<file path="src/rtl/texture_key_match_table_core_assert.svh">
// ----------------------------------------------------------------------------
// texture key match table assertion macros
// concurrent checks that compile away when SYNTHESIS is defined
// ----------------------------------------------------------------------------
`ifndef TEXTURE_KEY_MATCH_TABLE_CORE_ASSERT_SVH
`define TEXTURE_KEY_MATCH_TABLE_CORE_ASSERT_SVH

`ifndef SYNTHESIS

// check held off while reset is high
`define TKM_ASSERT(label, clk, rst, prop) \
   label: assert property (@(posedge clk) disable iff (rst) prop) \
      else $error("texture key table check failed");

// check that also holds through reset
`define TKM_ASSERT_ALWAYS(label, clk, prop) \
   label: assert property (@(posedge clk) prop) \
      else $error("texture key table check failed");

`else

`define TKM_ASSERT(label, clk, rst, prop)
`define TKM_ASSERT_ALWAYS(label, clk, prop)

`endif

`endif

</file>
<file path="src/rtl/tkm_pkg.sv">
// ----------------------------------------------------------------------------
// tkm_pkg
// shared types and constants of the texture key match table
// ----------------------------------------------------------------------------
package tkm_pkg;

   // default table depth
   localparam int TABLE_DEPTH_DEF = 64;

   // field widths
   localparam int MODE_W  = 5;
   localparam int PAGE_W  = 12;
   localparam int PAL_W   = 16;
   localparam int X_W     = 10;
   localparam int Y_W     = 9;
   localparam int WIDTH_W = 11;
   localparam int HGT_W   = 10;
   localparam int CLS_W   = 2;
   localparam int STAT_W  = 3;
   localparam int INDEX_W = 6;
   localparam int USED_W  = 7;

   // key check limits
   localparam logic [MODE_W-1:0] MODE_4    = 5'd4;
   localparam logic [MODE_W-1:0] MODE_8    = 5'd8;
   localparam logic [MODE_W-1:0] MODE_16   = 5'd16;
   localparam logic [PAGE_W-1:0] PAGE_MAX  = 12'h9ff;
   localparam logic [11:0]       AREA_W    = 12'd1024;
   localparam logic [10:0]       AREA_H    = 11'd512;

   typedef enum logic [1:0] {
      OP_CLEAR  = 2'd0,
      OP_INSERT = 2'd1,
      OP_LOOKUP = 2'd2
   } opcode_type;

   typedef enum logic [STAT_W-1:0] {
      STAT_OK      = 3'd0,
      STAT_INVALID = 3'd1,
      STAT_FULL    = 3'd2,
      STAT_DUP     = 3'd3,
      STAT_MISS    = 3'd4
   } status_type;

   // how a request ends
   typedef enum logic [2:0] {
      RES_CLEAR,
      RES_INVALID,
      RES_FULL,
      RES_DUP,
      RES_INSERT,
      RES_HIT,
      RES_MISS
   } res_kind_type;

   typedef enum logic [1:0] {
      ST_IDLE,
      ST_DECIDE,
      ST_SCAN,
      ST_FINISH
   } state_type;

   // stored key: id part then rectangle part
   typedef struct packed {
      logic [MODE_W-1:0]  mode;
      logic [PAGE_W-1:0]  page;
      logic [PAL_W-1:0]   palette;
      logic [CLS_W-1:0]   asset_class;
      logic [X_W-1:0]     x;
      logic [Y_W-1:0]     y;
      logic [WIDTH_W-1:0] width;
      logic [HGT_W-1:0]   height;
   } key_type;

   // controller to datapath
   typedef struct packed {
      logic         load;
      logic         scan_start;
      logic         scan_run;
      logic         finish;
      res_kind_type kind;
   } cmd_type;

   // datapath to controller
   typedef struct packed {
      logic [1:0] op;
      logic       full;
      logic       key_ok;
      logic       lookup_ok;
      logic       hit;
      logic       scan_done;
      logic       out_free;
   } dp_status_type;

endpackage

</file>
<file path="src/rtl/tkm_ctrl.sv">
// ----------------------------------------------------------------------------
// tkm_ctrl
// sequencer for clear, insert and lookup requests
// ----------------------------------------------------------------------------
module tkm_ctrl
   import tkm_pkg::*;
(
   input  logic          clock,
   input  logic          reset,
   input  logic          req_valid,
   output logic          req_ready,
   input  dp_status_type dp_status,
   output cmd_type       cmd
);

   state_type    state_ff, state_in;
   res_kind_type kind_ff, kind_in;

   // state and pending result kind
   always_ff @(posedge clock) begin
      if (reset) begin
         state_ff <= ST_IDLE;
         kind_ff  <= RES_INVALID;
      end else begin
         state_ff <= state_in;
         kind_ff  <= kind_in;
      end
   end

   // next state and commands
   always_comb begin
      state_in       = state_ff;
      kind_in        = kind_ff;
      req_ready      = 1'b0;
      cmd.load       = 1'b0;
      cmd.scan_start = 1'b0;
      cmd.scan_run   = 1'b0;
      cmd.finish     = 1'b0;
      cmd.kind       = kind_ff;
      unique case (state_ff)
         ST_IDLE: begin
            req_ready = 1'b1;
            if (req_valid) begin
               cmd.load = 1'b1;
               state_in = ST_DECIDE;
            end
         end
         ST_DECIDE: begin
            state_in = ST_FINISH;
            unique case (dp_status.op)
               OP_CLEAR: kind_in = RES_CLEAR;
               OP_INSERT: begin
                  priority if (dp_status.full) begin
                     kind_in = RES_FULL;
                  end else if (!dp_status.key_ok) begin
                     kind_in = RES_INVALID;
                  end else begin
                     cmd.scan_start = 1'b1;
                     state_in       = ST_SCAN;
                  end
               end
               OP_LOOKUP: begin
                  if (dp_status.lookup_ok) begin
                     cmd.scan_start = 1'b1;
                     state_in       = ST_SCAN;
                  end else begin
                     kind_in = RES_MISS;
                  end
               end
               default: kind_in = RES_INVALID;
            endcase
         end
         ST_SCAN: begin
            cmd.scan_run = 1'b1;
            priority if (dp_status.hit) begin
               kind_in  = (dp_status.op == OP_INSERT) ? RES_DUP : RES_HIT;
               state_in = ST_FINISH;
            end else if (dp_status.scan_done) begin
               kind_in  = (dp_status.op == OP_INSERT) ? RES_INSERT : RES_MISS;
               state_in = ST_FINISH;
            end
         end
         ST_FINISH: begin
            if (dp_status.out_free) begin
               cmd.finish = 1'b1;
               state_in   = ST_IDLE;
            end
         end
         default: state_in = ST_IDLE;
      endcase
   end

endmodule

</file>
<file path="config.mk">
export PLATFORM = sky130hd
export DESIGN_NAME = tkm_ctrl
export DESIGN_NICKNAME = d
export VERILOG_FILES = /design/src/rtl/texture_key_match_table_core_assert.svh /design/src/rtl/tkm_pkg.sv /design/src/rtl/tkm_ctrl.sv
export SDC_FILE = /design/constraint.sdc
export NUM_CORES = 1
export LEC_CHECK = 0
export BUFFER_PORTS_ARGS = -buffer_cell sky130_fd_sc_hd__buf_2
export CORE_UTILIZATION = 30
export CTS_CLUSTER_SIZE = 28
export DETAILED_ROUTE_END_ITERATION = 10
export SYNTH_ARGS = -nofsm -noshare
export SYNTH_HDL_FRONTEND = slang
export SYNTH_SLANG_ARGS = --single-unit
</file>
<file path="constraint.sdc">
create_clock -name clock -period 2.4 [get_ports clock]
set_input_delay 0.48 -clock clock [delete_from_list [all_inputs] [get_ports clock]]
set_output_delay 0.48 -clock clock [all_outputs]
set_load 0.02 [all_outputs]
</file>
==> impl_metrics.yaml <==
critical_path:
  cp.required_ns: 1.92
  crit_fanout: 5
  end_kind: "output port"
  arrival_ns: 1.38
  critPathKind: "primary input to output port"
  start_kind: "primary input"
clock_tree:
  cts_tree: "done"
  insertion_delay_ns: 0.24
  cts_resized: 0
  ctsLongestPathBuffers: 2
  htreeDepth: 1
  numCtsBuffers: 3
  root_buffer: "clkbuf_4"
  cts.clk_slew.worst_paths_ns: 0.04
  cts_hold_buf: 0
  cts.sinks: 5
  post-cts-setup-buffers: 0
place:
  gp_congestion: 0.737
  placed_area_um2: 587
  io_buffers: 18
  place_inst: 86
  dp_hpwl_um: 758
detailed_routing:
  drt_iter0_drc: 3
  vias: 446
  final_antenna_net_count: 0
  drt-vias-per-instance: 4.96
  first_pass_iters: 4
  wire_per_inst_um: 10.2
  wl_um: 922
  drc: 0
global_route:
  grt_max_degree: 8
  grt.met2_usage_pct: 20.0
  grt_pass1_wl_mm: 1.62
  grtUsageTotal_pct: 12.1
  use_met1_pct: 13.9
  busiest_layer: "met2"
  antenna_found_initial: 0
  grt_overflow: 0
  met3_usage_pct: 5.22
  grt_pass1_vias: 411
final_layout:
  diodes: 0
  multi_input_area_um2: 347
  final_common_cell: "buf_2"
  drive_gt1_share_pct: 32.4
  postLayoutCellArea_um2: 613
  regArea_um2: 100
  syn2layout_area_growth_pct: 28.6
  instances_no_fill: 90
  nets: 96
  final_cell_mix: "buf_2 (18), ha_1 (10), inv_1 (8)"
  fin_util_pct: 41.2
  n_fill_cell: 163
logic_synthesis:
  synth-xor-area-share_pct: 0
  netlist_top_cells_area: "ha_1 (26%), dfxtp_1 (21%), mux2i_1 (6.3%)"
  synthCells: 52
  syn-num-nets: 73
  synth.cell_area_um2: 477
  syn_avg_cell_area_um2: 9.17
  yosysWarnings: 0
  yosys.area_share.simple_pct: 19.9
  synthAdderAreaFrac_pct: 26.2
  synth_top_family_by_area: "adder cells"
  yosys-mux-area-fraction_pct: 6.30
  synth_compound_area_share_pct: 20.2
  yosys_register_bits: 5
  synth.distinct_cells: 22
  synth_top_area_cell: "ha_1"
  synth_top_area_share_pct: 26.2
  ys_seq_area_share_pct: 21.0
floorplanning:
  core_mm2: 0.00149
  dieArea_mm2: 0.00175
  die_y_um: 41.9
  start_util_pct: 32.0
  die_w_um: 41.9
  rows: 14
  io_pins: 19
sta:
  maxSlewHeadroom_pct: 81.6
  worstMarginPinSlew_ns: 0.273
  slew_viol_final: 0
  fin_skew_ns: 0.00249
  fin_tns_setup_ns: 0
  fmax_mhz: 539
  fin_crit_ns: 1.86
  setup_viol: 0
  fin_crit_sh_pct: 77.3
  rsz0062_at_grt: "no"
  hold_viol: 0
flow_run:
  cap_violations: 0
power_and_ir_drop:
  leakagePower_uw: 0.000309
  power_uw: 637
  power_density_mw_per_mm2: 1040
  peakVddDrop_v: 0.000542
outcome:
  status: "finished clean"
worst_hold_path:
  holdCritPathClass: "flip-flop to flip-flop"
-- where the power goes --
group          switching [uW]  internal (uW)  total (uW)
combinational             227            169         396
clock                    32.6           62.7        95.3
sequential               25.9            119         145
-- area by class of cell --
cell class / count / share of cell area (%)
multi-input cells: 39 / 56.5
inverters: 8 / 4.90
flip-flops and latches: 5 / 16.3
repair buffers: 18 / 14.7
well taps: 16 / 3.27
clock buffers: 4 / 4.29
-- synth_stat cells --
master    count
a211o_1       1
o221a_4       1
a221oi_2      1
mux2i_1       3
o21ai_0       4
nand3_1       1
nor3b_1       1
inv_1         8
ha_1         10
or3b_1        1
nor2_1        2
nand4b_1      1
nor2b_1       2
dfxtp_1       5
nand3b_1      2
and2_1        2
nand4_2       1
o31ai_1       1
a211oi_1      1
nor3_1        1
a21oi_1       2
a21boi_0      1
-- worst max-delay path, cell delays in order --
cell,delay (ns)
buf_2,0.13
inv_1,0.07
ha_1,0.22
nand4b_1,0.16
a21oi_1,0.15
buf_2,0.17
-- worst paths after layout --
| path | cells after the start | from | end | slack, ns |
|---|---|---|---|---|
| setup / recovery | 6 | dp_status[7] | cmd[5] | 0.54 |
| hold / removal | 1 | kind_ff[0] | kind_ff[0] | 0.46 |
| setup reg to reg | 6 | state_ff[0] | kind_ff[0] | 0.56 |
| hold reg to reg | 1 | kind_ff[0] | kind_ff[0] | 0.46 |
-- kinds of logic (layout without fill, tap and decap cells) --
| group | count (synthesis) | in the layout |
|---|---|---|
| compound gates | 12 | 12 |
| mux | 3 | 3 |
| buf+inv | 8 | 30 |
| simple gates | 14 | 14 |
| fa+ha+maj | 10 | 10 |
| flops | 5 | 5 |
-- state kept, by name, summed over array words and instances, names as in the netlist --
register,cells
kind_ff,3
state_ff,2
-- stage by stage --
step	hold slack (ns)	setup WS (ns)
finish	0.457	0.545
global route	0.486	0.432
CTS	0.459	0.539
detailed placement	0.449	0.539
global placement	0.452	0.572
floorplan	0.526	0.590
-- routing by layer --
layer | share of wire [%] | up-vias
met2 | 45 | 16
li1 | - | 228
met3 | 8.2 | 0
met5 | 0 | -
met4 | 0 | 0
met1 | 47 | 202
No activity file was read; power rests on OpenSTA's default activity.
